## src/hdl/srfs_pkg.sv

```systemverilog
// shared types, constants and command/status bundles for the face selector
// no dependencies; imported by every module of the block
package srfs_pkg;

    // default sizing of the face table and counters
    localparam int NUM_FACES_DEF  = 16;
    localparam int COUNT_BITS_DEF = 16;

    // fixed field widths
    localparam int MASK_FACES = 16;
    localparam int OPC_W      = 2;
    localparam int FACE_W     = 4;
    localparam int RATIO_W    = 10;
    localparam int TICKS_W    = 16;
    localparam int CFG_W      = 16;

    // ratio arithmetic
    localparam int RATIO_MAX  = 1000;
    localparam int QUOT_BITS  = 10;
    localparam int PCT_EXTRA  = 7;

    // register reset values
    localparam int THRESH_RST = 50;
    localparam int TICKS_RST  = 999;

    typedef logic [MASK_FACES-1:0] t_mask;

    typedef enum logic [OPC_W-1:0] {
        OP_REQUEST  = 2'd0,
        OP_RESPONSE = 2'd1,
        OP_TICK     = 2'd2
    } t_opcode;

    typedef enum logic {
        CFG_RATIO_THRESHOLD = 1'b0,
        CFG_WINDOW_TICKS    = 1'b1
    } t_cfg_idx;

    typedef enum logic [2:0] {
        S_IDLE,
        S_EXEC,
        S_LOAD,
        S_PREP,
        S_DIV,
        S_UPD,
        S_FIN
    } t_state;

    // controller to datapath
    typedef struct packed {
        logic load_item;
        logic exec_item;
        logic walk_start;
        logic face_skip;
        logic face_load;
        logic div_prep;
        logic div_step;
        logic face_update;
        logic walk_finish;
    } t_cmd;

    // datapath to controller
    typedef struct packed {
        logic win_end;
        logic out_free;
        logic face_zero;
        logic last_face;
        logic div_sat;
        logic div_last;
    } t_status;

endpackage

```

## src/hdl/srfs_ctrl.sv

```systemverilog
// sequencing state machine of the face selector
// depends on srfs_pkg for the state, command and status types
module srfs_ctrl (
    input  logic             i_clk,
    input  logic             i_rst_n,
    input  logic             i_valid,
    output logic             o_stall,
    input  srfs_pkg::t_status i_status,
    output srfs_pkg::t_cmd    o_cmd
);
    import srfs_pkg::*;

    t_state r_state;
    t_state n_state;

    // state register
    always_ff @(posedge i_clk) begin
        if (!i_rst_n) begin
            r_state <= S_IDLE;
        end else begin
            r_state <= n_state;
        end
    end

    // next state and commands
    always_comb begin
        n_state = r_state;
        o_cmd   = '0;
        o_stall = (r_state != S_IDLE);
        unique case (r_state)
            S_IDLE: begin
                if (i_valid) begin
                    o_cmd.load_item = 1'b1;
                    n_state = S_EXEC;
                end
            end
            S_EXEC: begin
                if (i_status.win_end) begin
                    o_cmd.walk_start = 1'b1;
                    n_state = S_LOAD;
                end else if (i_status.out_free) begin
                    o_cmd.exec_item = 1'b1;
                    n_state = S_IDLE;
                end
            end
            S_LOAD: begin
                if (i_status.face_zero) begin
                    o_cmd.face_skip = 1'b1;
                    n_state = i_status.last_face ? S_FIN : S_LOAD;
                end else begin
                    o_cmd.face_load = 1'b1;
                    n_state = S_PREP;
                end
            end
            S_PREP: begin
                o_cmd.div_prep = 1'b1;
                n_state = i_status.div_sat ? S_UPD : S_DIV;
            end
            S_DIV: begin
                o_cmd.div_step = 1'b1;
                if (i_status.div_last) begin
                    n_state = S_UPD;
                end
            end
            S_UPD: begin
                o_cmd.face_update = 1'b1;
                n_state = i_status.last_face ? S_FIN : S_LOAD;
            end
            S_FIN: begin
                if (i_status.out_free) begin
                    o_cmd.walk_finish = 1'b1;
                    n_state = S_IDLE;
                end
            end
            default: begin
                n_state = S_IDLE;
            end
        endcase
    end

endmodule

```

## src/hdl/srfs_datapath.sv

```systemverilog
// counters, window timer, ratio divider, best-face tracking and result register
// depends on srfs_pkg; driven by srfs_ctrl through command and status bundles
module srfs_datapath #(
    parameter int NUM_FACES  = srfs_pkg::NUM_FACES_DEF,
    parameter int COUNT_BITS = srfs_pkg::COUNT_BITS_DEF
) (
    input  logic                           i_clk,
    input  logic                           i_rst_n,
    input  logic                           i_cfg_we,
    input  logic                           i_cfg_idx,
    input  logic [srfs_pkg::CFG_W-1:0]     i_cfg_data,
    input  logic [srfs_pkg::OPC_W-1:0]     i_opcode,
    input  logic [srfs_pkg::FACE_W-1:0]    i_face_index,
    input  logic [srfs_pkg::MASK_FACES-1:0] i_eligible_mask,
    input  logic                           i_stall,
    input  srfs_pkg::t_cmd                 i_cmd,
    output srfs_pkg::t_status              o_status,
    output logic                           o_valid,
    output logic [srfs_pkg::MASK_FACES-1:0] o_forward_mask,
    output logic                           o_flooded,
    output logic [srfs_pkg::FACE_W-1:0]    o_best_face,
    output logic                           o_best_valid
);
    import srfs_pkg::*;

    localparam int FW    = $clog2(NUM_FACES);
    localparam int NUM_W = COUNT_BITS + PCT_EXTRA;
    localparam int SH_W  = COUNT_BITS + QUOT_BITS;
    localparam int STEP_W = $clog2(QUOT_BITS);

    // configuration
    logic [RATIO_W-1:0] r_thr;
    logic [TICKS_W-1:0] r_ticks;

    // captured item
    t_opcode            r_opcode;
    logic [FACE_W-1:0]  r_face;
    t_mask              r_elig;

    // timer
    logic [TICKS_W-1:0] r_wc;
    logic               r_running;

    // counters
    logic [COUNT_BITS-1:0] r_req_cnt [NUM_FACES];
    logic [COUNT_BITS-1:0] r_rsp_cnt [NUM_FACES];

    // walk and divider
    logic [FW-1:0]         r_face_idx;
    logic [NUM_W-1:0]      r_num;
    logic [COUNT_BITS-1:0] r_den;
    logic [COUNT_BITS-1:0] r_rem;
    logic [QUOT_BITS-1:0]  r_lo;
    logic [RATIO_W-1:0]    r_q;
    logic [STEP_W-1:0]     r_step;

    // best face
    logic [FW-1:0]      r_best_face;
    logic [RATIO_W-1:0] r_best_ratio;
    logic               r_best_valid;

    // result register
    logic               r_out_valid;
    t_mask              r_out_fwd;
    logic               r_out_flooded;
    logic [FACE_W-1:0]  r_out_best_face;
    logic               r_out_best_valid;

    logic                  is_req;
    logic                  is_rsp;
    logic                  is_tick;
    t_mask                 elig_m;
    t_mask                 best_sel;
    logic                  hit;
    t_mask                 fwd;
    logic [TICKS_W-1:0]    wc_inc;
    logic                  win_hit;
    logic [COUNT_BITS-1:0] cur_req;
    logic [COUNT_BITS-1:0] cur_rsp;
    logic [NUM_W-1:0]      rsp_wide;
    logic [COUNT_BITS:0]   rem2;
    logic [COUNT_BITS:0]   diff;
    logic                  ge;
    logic [RATIO_W-1:0]    ratio_f;
    logic [31:0]           best_wide;
    logic                  out_write;

    // configuration writes
    always_ff @(posedge i_clk) begin
        if (!i_rst_n) begin
            r_thr   <= RATIO_W'(THRESH_RST);
            r_ticks <= TICKS_W'(TICKS_RST);
        end else if (i_cfg_we) begin
            unique case (t_cfg_idx'(i_cfg_idx))
                CFG_RATIO_THRESHOLD: r_thr   <= i_cfg_data[RATIO_W-1:0];
                CFG_WINDOW_TICKS:    r_ticks <= i_cfg_data[TICKS_W-1:0];
                default:             r_thr   <= r_thr;
            endcase
        end
    end

    // item capture
    always_ff @(posedge i_clk) begin
        if (i_cmd.load_item) begin
            r_opcode <= t_opcode'(i_opcode);
            r_face   <= i_face_index;
            r_elig   <= i_eligible_mask;
        end
    end

    assign is_req  = (r_opcode == OP_REQUEST);
    assign is_rsp  = (r_opcode == OP_RESPONSE);
    assign is_tick = (r_opcode == OP_TICK);

    // only faces that exist can be chosen
    for (genvar b = 0; b < MASK_FACES; b++) begin : g_elig
        if (b < NUM_FACES) begin : g_on
            assign elig_m[b] = r_elig[b];
        end else begin : g_off
            assign elig_m[b] = 1'b0;
        end
    end

    // forwarding decision: best face alone or flood
    assign best_sel = t_mask'(1) << r_best_face;
    assign hit      = r_best_valid && (r_best_ratio >= r_thr) && (|(best_sel & elig_m));
    assign fwd      = hit ? best_sel : elig_m;

    // window timer
    assign wc_inc  = r_wc + TICKS_W'(1);
    assign win_hit = (wc_inc >= r_ticks) || (wc_inc == '0);

    always_ff @(posedge i_clk) begin
        if (!i_rst_n) begin
            r_wc      <= '0;
            r_running <= 1'b0;
        end else if (i_cmd.walk_start) begin
            r_wc <= '0;
        end else if (i_cmd.exec_item) begin
            if (is_req && !r_running) begin
                r_running <= 1'b1;
                r_wc      <= '0;
            end else if (is_tick && r_running) begin
                r_wc <= wc_inc;
            end
        end
    end

    // per-face saturating counters
    for (genvar f = 0; f < NUM_FACES; f++) begin : g_face
        logic lane_req;
        logic lane_rsp;
        if (f < MASK_FACES) begin : g_sel
            assign lane_req = fwd[f];
        end else begin : g_nosel
            assign lane_req = 1'b0;
        end
        assign lane_rsp = (32'(r_face) == f);

        always_ff @(posedge i_clk) begin
            if (!i_rst_n || i_cmd.walk_finish) begin
                r_req_cnt[f] <= '0;
                r_rsp_cnt[f] <= '0;
            end else if (i_cmd.exec_item) begin
                if (is_req && lane_req && (r_req_cnt[f] != '1)) begin
                    r_req_cnt[f] <= r_req_cnt[f] + COUNT_BITS'(1);
                end
                if (is_rsp && lane_rsp && (r_rsp_cnt[f] != '1)) begin
                    r_rsp_cnt[f] <= r_rsp_cnt[f] + COUNT_BITS'(1);
                end
            end
        end
    end

    // face walk operands
    assign cur_req  = r_req_cnt[r_face_idx];
    assign cur_rsp  = r_rsp_cnt[r_face_idx];
    assign rsp_wide = NUM_W'(cur_rsp);

    // restoring division step
    assign rem2 = {r_rem, r_lo[QUOT_BITS-1]};
    assign ge   = (rem2 >= {1'b0, r_den});
    assign diff = rem2 - {1'b0, r_den};

    assign ratio_f = (r_q > RATIO_W'(RATIO_MAX)) ? RATIO_W'(RATIO_MAX) : r_q;

    always_ff @(posedge i_clk) begin
        if (i_cmd.face_load) begin
            // responses times one hundred
            r_num <= (rsp_wide << 6) + (rsp_wide << 5) + (rsp_wide << 2);
            r_den <= cur_req;
        end
        if (i_cmd.div_prep) begin
            if (o_status.div_sat) begin
                r_q <= RATIO_W'(RATIO_MAX);
            end else begin
                r_q <= '0;
            end
            r_rem  <= COUNT_BITS'(r_num >> QUOT_BITS);
            r_lo   <= r_num[QUOT_BITS-1:0];
            r_step <= '0;
        end
        if (i_cmd.div_step) begin
            r_rem  <= ge ? diff[COUNT_BITS-1:0] : rem2[COUNT_BITS-1:0];
            r_q    <= {r_q[RATIO_W-2:0], ge};
            r_lo   <= r_lo << 1;
            r_step <= r_step + STEP_W'(1);
        end
    end

    // walk index and running best, lowest face wins ties
    always_ff @(posedge i_clk) begin
        if (!i_rst_n) begin
            r_face_idx   <= '0;
            r_best_face  <= '0;
            r_best_ratio <= '0;
            r_best_valid <= 1'b0;
        end else if (i_cmd.walk_start) begin
            r_face_idx   <= '0;
            r_best_face  <= '0;
            r_best_ratio <= '0;
            r_best_valid <= 1'b0;
        end else if (i_cmd.face_skip) begin
            r_face_idx <= r_face_idx + FW'(1);
        end else if (i_cmd.face_update) begin
            r_face_idx <= r_face_idx + FW'(1);
            if (!r_best_valid || (ratio_f > r_best_ratio)) begin
                r_best_valid <= 1'b1;
                r_best_ratio <= ratio_f;
                r_best_face  <= r_face_idx;
            end
        end
    end

    // status to controller
    assign o_status.win_end   = is_tick && r_running && win_hit;
    assign o_status.out_free  = !r_out_valid || !i_stall;
    assign o_status.face_zero = (cur_req == '0);
    assign o_status.last_face = (r_face_idx == FW'(NUM_FACES - 1));
    assign o_status.div_sat   = (SH_W'(r_num) >= (SH_W'(r_den) << QUOT_BITS));
    assign o_status.div_last  = (r_step == STEP_W'(QUOT_BITS - 1));

    // result register
    assign best_wide = 32'(r_best_face);
    assign out_write = i_cmd.exec_item || i_cmd.walk_finish;

    always_ff @(posedge i_clk) begin
        if (!i_rst_n) begin
            r_out_valid <= 1'b0;
        end else if (out_write) begin
            r_out_valid <= 1'b1;
        end else if (!i_stall) begin
            r_out_valid <= 1'b0;
        end
    end

    always_ff @(posedge i_clk) begin
        if (out_write) begin
            r_out_fwd        <= (i_cmd.exec_item && is_req) ? fwd : '0;
            r_out_flooded    <= i_cmd.exec_item && is_req && !hit;
            r_out_best_face  <= best_wide[FACE_W-1:0];
            r_out_best_valid <= r_best_valid;
        end
    end

    assign o_valid        = r_out_valid;
    assign o_forward_mask = r_out_fwd;
    assign o_flooded      = r_out_flooded;
    assign o_best_face    = r_out_best_face;
    assign o_best_valid   = r_out_best_valid;

endmodule

```

## src/hdl/satisfaction_ratio_face_selector_top.sv

```systemverilog
// top level of the satisfaction ratio face selector
// depends on srfs_pkg, srfs_ctrl and srfs_datapath
//
// Usage: one input item per handshake (i_valid / o_stall) carries an opcode
// (request, response, tick), a response face and an eligible-face mask; each
// item yields exactly one result item on o_valid / i_stall with the forward
// mask, flood flag and the current best face.
// Requests, responses and ticks that do not close a window are captured at
// acceptance and written to the result register once it is free; the next
// item is accepted only after that.
// A tick that closes a window walks every face through a shared 10-step
// restoring divider: faces without requests are skipped; a face with
// requests is loaded, prepared, divided (the division is bypassed when the
// ratio is capped) and compared with the best, then the result is written.
// The configuration port (i_cfg_we, i_cfg_idx, i_cfg_data) writes the ratio
// threshold or the window length.
// Reset (synchronous, active low) clears all counters, stored ratios, the
// timer and the result valid flag, and loads threshold 50 and window 999.
// While the receiver stalls, the result holds and one further item can be
// accepted; it then waits until the result register is free.
module satisfaction_ratio_face_selector_top #(
    parameter int NUM_FACES  = srfs_pkg::NUM_FACES_DEF,
    parameter int COUNT_BITS = srfs_pkg::COUNT_BITS_DEF
) (
    input  logic                            i_clk,
    input  logic                            i_rst_n,
    input  logic                            i_cfg_we,
    input  logic                            i_cfg_idx,
    input  logic [srfs_pkg::CFG_W-1:0]      i_cfg_data,
    input  logic                            i_valid,
    output logic                            o_stall,
    input  logic [srfs_pkg::OPC_W-1:0]      i_opcode,
    input  logic [srfs_pkg::FACE_W-1:0]     i_face_index,
    input  logic [srfs_pkg::MASK_FACES-1:0] i_eligible_mask,
    output logic                            o_valid,
    input  logic                            i_stall,
    output logic [srfs_pkg::MASK_FACES-1:0] o_forward_mask,
    output logic                            o_flooded,
    output logic [srfs_pkg::FACE_W-1:0]     o_best_face,
    output logic                            o_best_valid
);
    import srfs_pkg::*;

    t_cmd    w_cmd;
    t_status w_status;

    // sequencer
    srfs_ctrl u_ctrl (
        .i_clk    (i_clk),
        .i_rst_n  (i_rst_n),
        .i_valid  (i_valid),
        .o_stall  (o_stall),
        .i_status (w_status),
        .o_cmd    (w_cmd)
    );

    // counters, divider and result register
    srfs_datapath #(
        .NUM_FACES  (NUM_FACES),
        .COUNT_BITS (COUNT_BITS)
    ) u_datapath (
        .i_clk           (i_clk),
        .i_rst_n         (i_rst_n),
        .i_cfg_we        (i_cfg_we),
        .i_cfg_idx       (i_cfg_idx),
        .i_cfg_data      (i_cfg_data),
        .i_opcode        (i_opcode),
        .i_face_index    (i_face_index),
        .i_eligible_mask (i_eligible_mask),
        .i_stall         (i_stall),
        .i_cmd           (w_cmd),
        .o_status        (w_status),
        .o_valid         (o_valid),
        .o_forward_mask  (o_forward_mask),
        .o_flooded       (o_flooded),
        .o_best_face     (o_best_face),
        .o_best_valid    (o_best_valid)
    );

    // a request sent to the best face goes to that face alone
    a_single_face: assert property (@(posedge i_clk) disable iff (!i_rst_n)
        o_valid && !o_flooded |-> $onehot0(o_forward_mask))
        else $error("non-flooded result names more than one face");

    // no best face is reported without a stored ratio
    a_best_zero: assert property (@(posedge i_clk) disable iff (!i_rst_n)
        o_valid && !o_best_valid |-> (o_best_face == '0))
        else $error("best face set without a stored ratio");

    // an accepted item keeps the input side busy in the next cycle
    a_busy_after_accept: assert property (@(posedge i_clk) disable iff (!i_rst_n)
        i_valid && !o_stall |=> o_stall)
        else $error("input not stalled after accepting an item");

    // the controller issues at most one command per cycle
    a_one_cmd: assert property (@(posedge i_clk) disable iff (!i_rst_n)
        $onehot0(w_cmd))
        else $error("more than one datapath command at once");

endmodule

```

## config.mk

```make
export PLATFORM = sky130hd
export DESIGN_NAME = satisfaction_ratio_face_selector_top
export DESIGN_NICKNAME = d
export VERILOG_FILES = /design/src/hdl/srfs_pkg.sv /design/src/hdl/srfs_ctrl.sv /design/src/hdl/srfs_datapath.sv /design/src/hdl/satisfaction_ratio_face_selector_top.sv
export SDC_FILE = /design/constraint.sdc
export NUM_CORES = 2
export LEC_CHECK = 0
export BUFFER_PORTS_ARGS = -buffer_cell sky130_fd_sc_hd__buf_2
export CORE_MARGIN = 5
export CORE_UTILIZATION = 55
export DETAILED_ROUTE_END_ITERATION = 10
export GPL_TIMING_DRIVEN = 0
export PLACE_DENSITY = 0.71
export REMOVE_ABC_BUFFERS = 1
export SYNTH_ARGS = -nofsm -noshare
export SYNTH_HDL_FRONTEND = slang
export SYNTH_SLANG_ARGS = --single-unit
export TNS_END_PERCENT = 100
```

## constraint.sdc

```tcl
create_clock -name i_clk -period 8.95 [get_ports i_clk]
set_input_delay 1.79 -clock i_clk [delete_from_list [all_inputs] [get_ports i_clk]]
set_output_delay 1.79 -clock i_clk [all_outputs]
set_load 0.02 [all_outputs]
```

==> impl_metrics.tcl <==
set metrics [dict create \
    rows 101 \
    criticalPathCategory "reg -> reg" \
    clkLatencyLatePin_ns 0.64 \
    cp-end-kind "flip-flop" \
    ctsLongestPathBuffers 3 \
    synth_top_area_share 0.4545 \
    fp.coreArea_sq_mm 0.07557 \
    rr_startpoint "u_datapath.r_wc[0]" \
    finalHoldViolations 0 \
    status "complete, no violations" \
    rsz0062_at_grt "no" \
    die_x_um 285.3 \
    worst_ep_required_time_ns 9.28 \
    synthXorXnorAreaFrac 0.1021 \
    grt_overflow 0 \
    synth-edff-count 631 \
    setup_tns_ns 0 \
    final_cell_mix "nor2_1 (669), edfxtp_1 (631), nand2_1 (292)" \
    powerDensity_mw_per_mm2 163.0 \
    report.final.setup_viol 0 \
    regArea_sq_mm 0.02036 \
    r2r_end "u_datapath.r_rsp_cnt[9][5]" \
    min_period_ns 5.550 \
    skew_ns 0.03113 \
    postSynthCellCount 3762 \
    ff2ff_setup_slack_ns 3.40 \
    vias 28830 \
    dieArea_sq_mm 0.08140 \
    area_growth_pct 9.202 \
    yosysWarnings 0 \
    synth_top_area_cell "edfxtp_1" \
    tightest_slew_ns 1.437 \
    hold_depth 2 \
    drt_iter0_markers 2947 \
    drv_cap 0 \
    start_util 0.5516 \
    cts_resized 0 \
    yosysSeqAreaShare 0.4881 \
    ys_top_cells_by_area "edfxtp_1 (45%), mux4_2 (7.8%), nor2_1 (6.0%), xor2_1 (6.0%), xnor2_1 (4.2%)" \
    grt_max_degree 63 \
    htreeDepth 3 \
    fmax_mhz 180.2 \
    ys_types 84 \
    hp-class "reg -> reg" \
    path_clk_slew_ns 0.06 \
    routedWlPerCell_um 20.15 \
    crit_fanout 28 \
    grt_antenna_before_repair 1 \
    antenna_left 0 \
    synth_top_family_by_area "simple AND/OR/NAND/NOR gates" \
    synth_mux_area_frac 0.08875 \
    first_global_vias 27420 \
    drive_gt1_frac 0.1286 \
    top_level_ports 68 \
    die_h_um 285.3 \
    avgSynthCellArea_sq_um 11.08 \
    grt_use_total 0.2343 \
    n_fill_cell 6072 \
    cts_hold_buf 0 \
    via_per_inst 5.971 \
    slew_headroom 0.03812 \
    ys_dominant_reg_cell "edfxtp_1" \
    post_cts_buffers 0 \
    start_kind "flip-flop" \
    yosys.area_share.adder 0.04334 \
    root_buffer "clkbuf_16" \
    firstDrtPassIters 5 \
    layout_commonest_cell "nor2_1" \
    grt_pass1_wl_um 152300 \
    cts_tree "yes" \
    synth-compound-area-share 0.05012 \
    hpwl_um 71440 \
    placed_cell_area_sq_mm 0.04303 \
    rr_worst_depth 15 \
    design_area_sq_mm 0.04552 \
    holdPathEnd "u_datapath.r_ticks[4]" \
    cts_buffers 79 \
    period_share 0.6201 \
    hold_start "u_datapath.r_ticks[4]" \
    synth_seq_cells 701 \
    power.leakage_uw 0.01576 \
    cts_sinks 701 \
    gp_congestion 0.9023 \
    nNetsFinal 3968 \
    postSynth.asyncResetShare 0 \
    arrival_ns 5.88 \
    routed_wl_um 97310 \
    ir_drop_uv 126.7 \
    portBuffers 67 \
    syn-cell-area_sq_mm 0.04169 \
    yosys.area_share.simple 0.1928 \
    drc 0 \
    final_max_slew_viol_count 0 \
    multi_input_area_sq_mm 0.02006 \
    antenna_cells 0 \
    fin_util 0.6024 \
]
how the worst max path moves through the flow:
stage,start,end,slack [ns],depth (start not counted)
final,u_datapath.r_wc[0],u_datapath.r_rsp_cnt[9][5],3.40,15
after global routing,u_datapath.r_wc[0],u_datapath.r_rsp_cnt[12][13],3.07,15
after CTS,flip-flop,u_datapath.r_num[20],3.48,15
after detailed placement,i_rst_n,u_datapath.r_req_cnt[8][5],3.02,7
after global placement,flip-flop,u_datapath.r_den[13],-1.25,6
after floorplan,flip-flop,u_datapath.r_num[20],0.96,14
per-stage QoR:
stage	power [uW]	setup slack (ns)	hold WS, ns	instances
6_report	7422	3.400	0.4582	4828
5_1_grt	7675	3.075	0.4786	4828
4_1_cts	7473	3.480	0.4595	4828
3_5_place_dp	4329	3.015	0.4518	4685
3_3_place_gp	4301	-1.253	0.4452	4645
2_1_floorplan	4133	0.9588	0.4363	3600
metal layers:
layer | wire (um) | global-route usage | vias up
met5 | 11 | 0 | -
met4 | 2973 | 0.06892 | 2
met3 | 8206 | 0.05627 | 171
met2 | 44280 | 0.3634 | 969
met1 | 41840 | 0.3319 | 14040
li1 | - | - | 13650
state kept, by name, summed over array words and instances (netlist names), 2 cells and up, named ones only:
register,cells
u_datapath.elig_m,16
u_datapath.r_num,21
u_datapath.r_best_ratio,10
u_datapath.r_thr,10
u_datapath.r_rem,16
u_datapath.r_opcode,2
u_datapath.r_step,4
u_ctrl.r_state,3
u_datapath.o_best_face,4
u_datapath.r_ticks,16
u_datapath.r_den,16
u_datapath.o_forward_mask,16
u_datapath.r_rsp_cnt,256
u_datapath.r_lo,8
u_datapath.r_best_face,4
u_datapath.r_req_cnt,256
u_datapath.r_face_idx,4
u_datapath.r_q,10
u_datapath.r_wc,16
u_datapath.r_face,4
kinds of logic after synthesis:
family,Yosys count
AOI/OAI and AO/OA,304
xor gates and xnor gates,486
adders and majority gates,136
buffers and inverters,298
DFF,701
muxes,189
and+or+nand+nor,1648
power breakdown:
group          switching (uW)  internal [uW]
combinational             265            179
clock                    1330           1820
sequential                144           3680
total                    1740           5690
cell usage after synthesis, drive strengths merged (29+ instances only):
master  number
a21oi       70
nand3      205
mux4       144
buf        112
mux2i       40
dfxtp       70
o21ai       52
nand2      296
nand4       87
and3        91
inv        135
clkbuf      50
nor3        56
xnor2      202
a22oi       32
nand2b      29
nor2       732
edfxtp     631
xor2       284
ha         122
worst max-delay path, cell delays in order, from the launching register on:
cell and delay, ns:
dfxtp_1 0.49, ha_1 0.42, nand4_4 0.21, nor3_1 0.53, nand3_1 0.17, xnor2_1 0.18, ha_1 0.19, a21o_1 0.15
a21oi_1 0.18, nand2_1 0.08, o311ai_1 0.45, o211a_4 0.29, o21ai_4 0.38, or2_2 0.51, o21ai_1 0.77, buf_6 0.23
cell type report:
| type | instances | share of cell area |
|---|---|---|
| Inverter | 136 | 0.01121 |
| Sequential cell | 701 | 0.4473 |
| Multi-Input combinational cell | 2763 | 0.4406 |
| Tap cell | 978 | 0.02688 |
| Timing Repair Buffer | 107 | 0.01935 |
| Clock inverter | 41 | 0.008025 |
| Clock buffer | 102 | 0.04670 |
(Power assumes the default switching activity.)
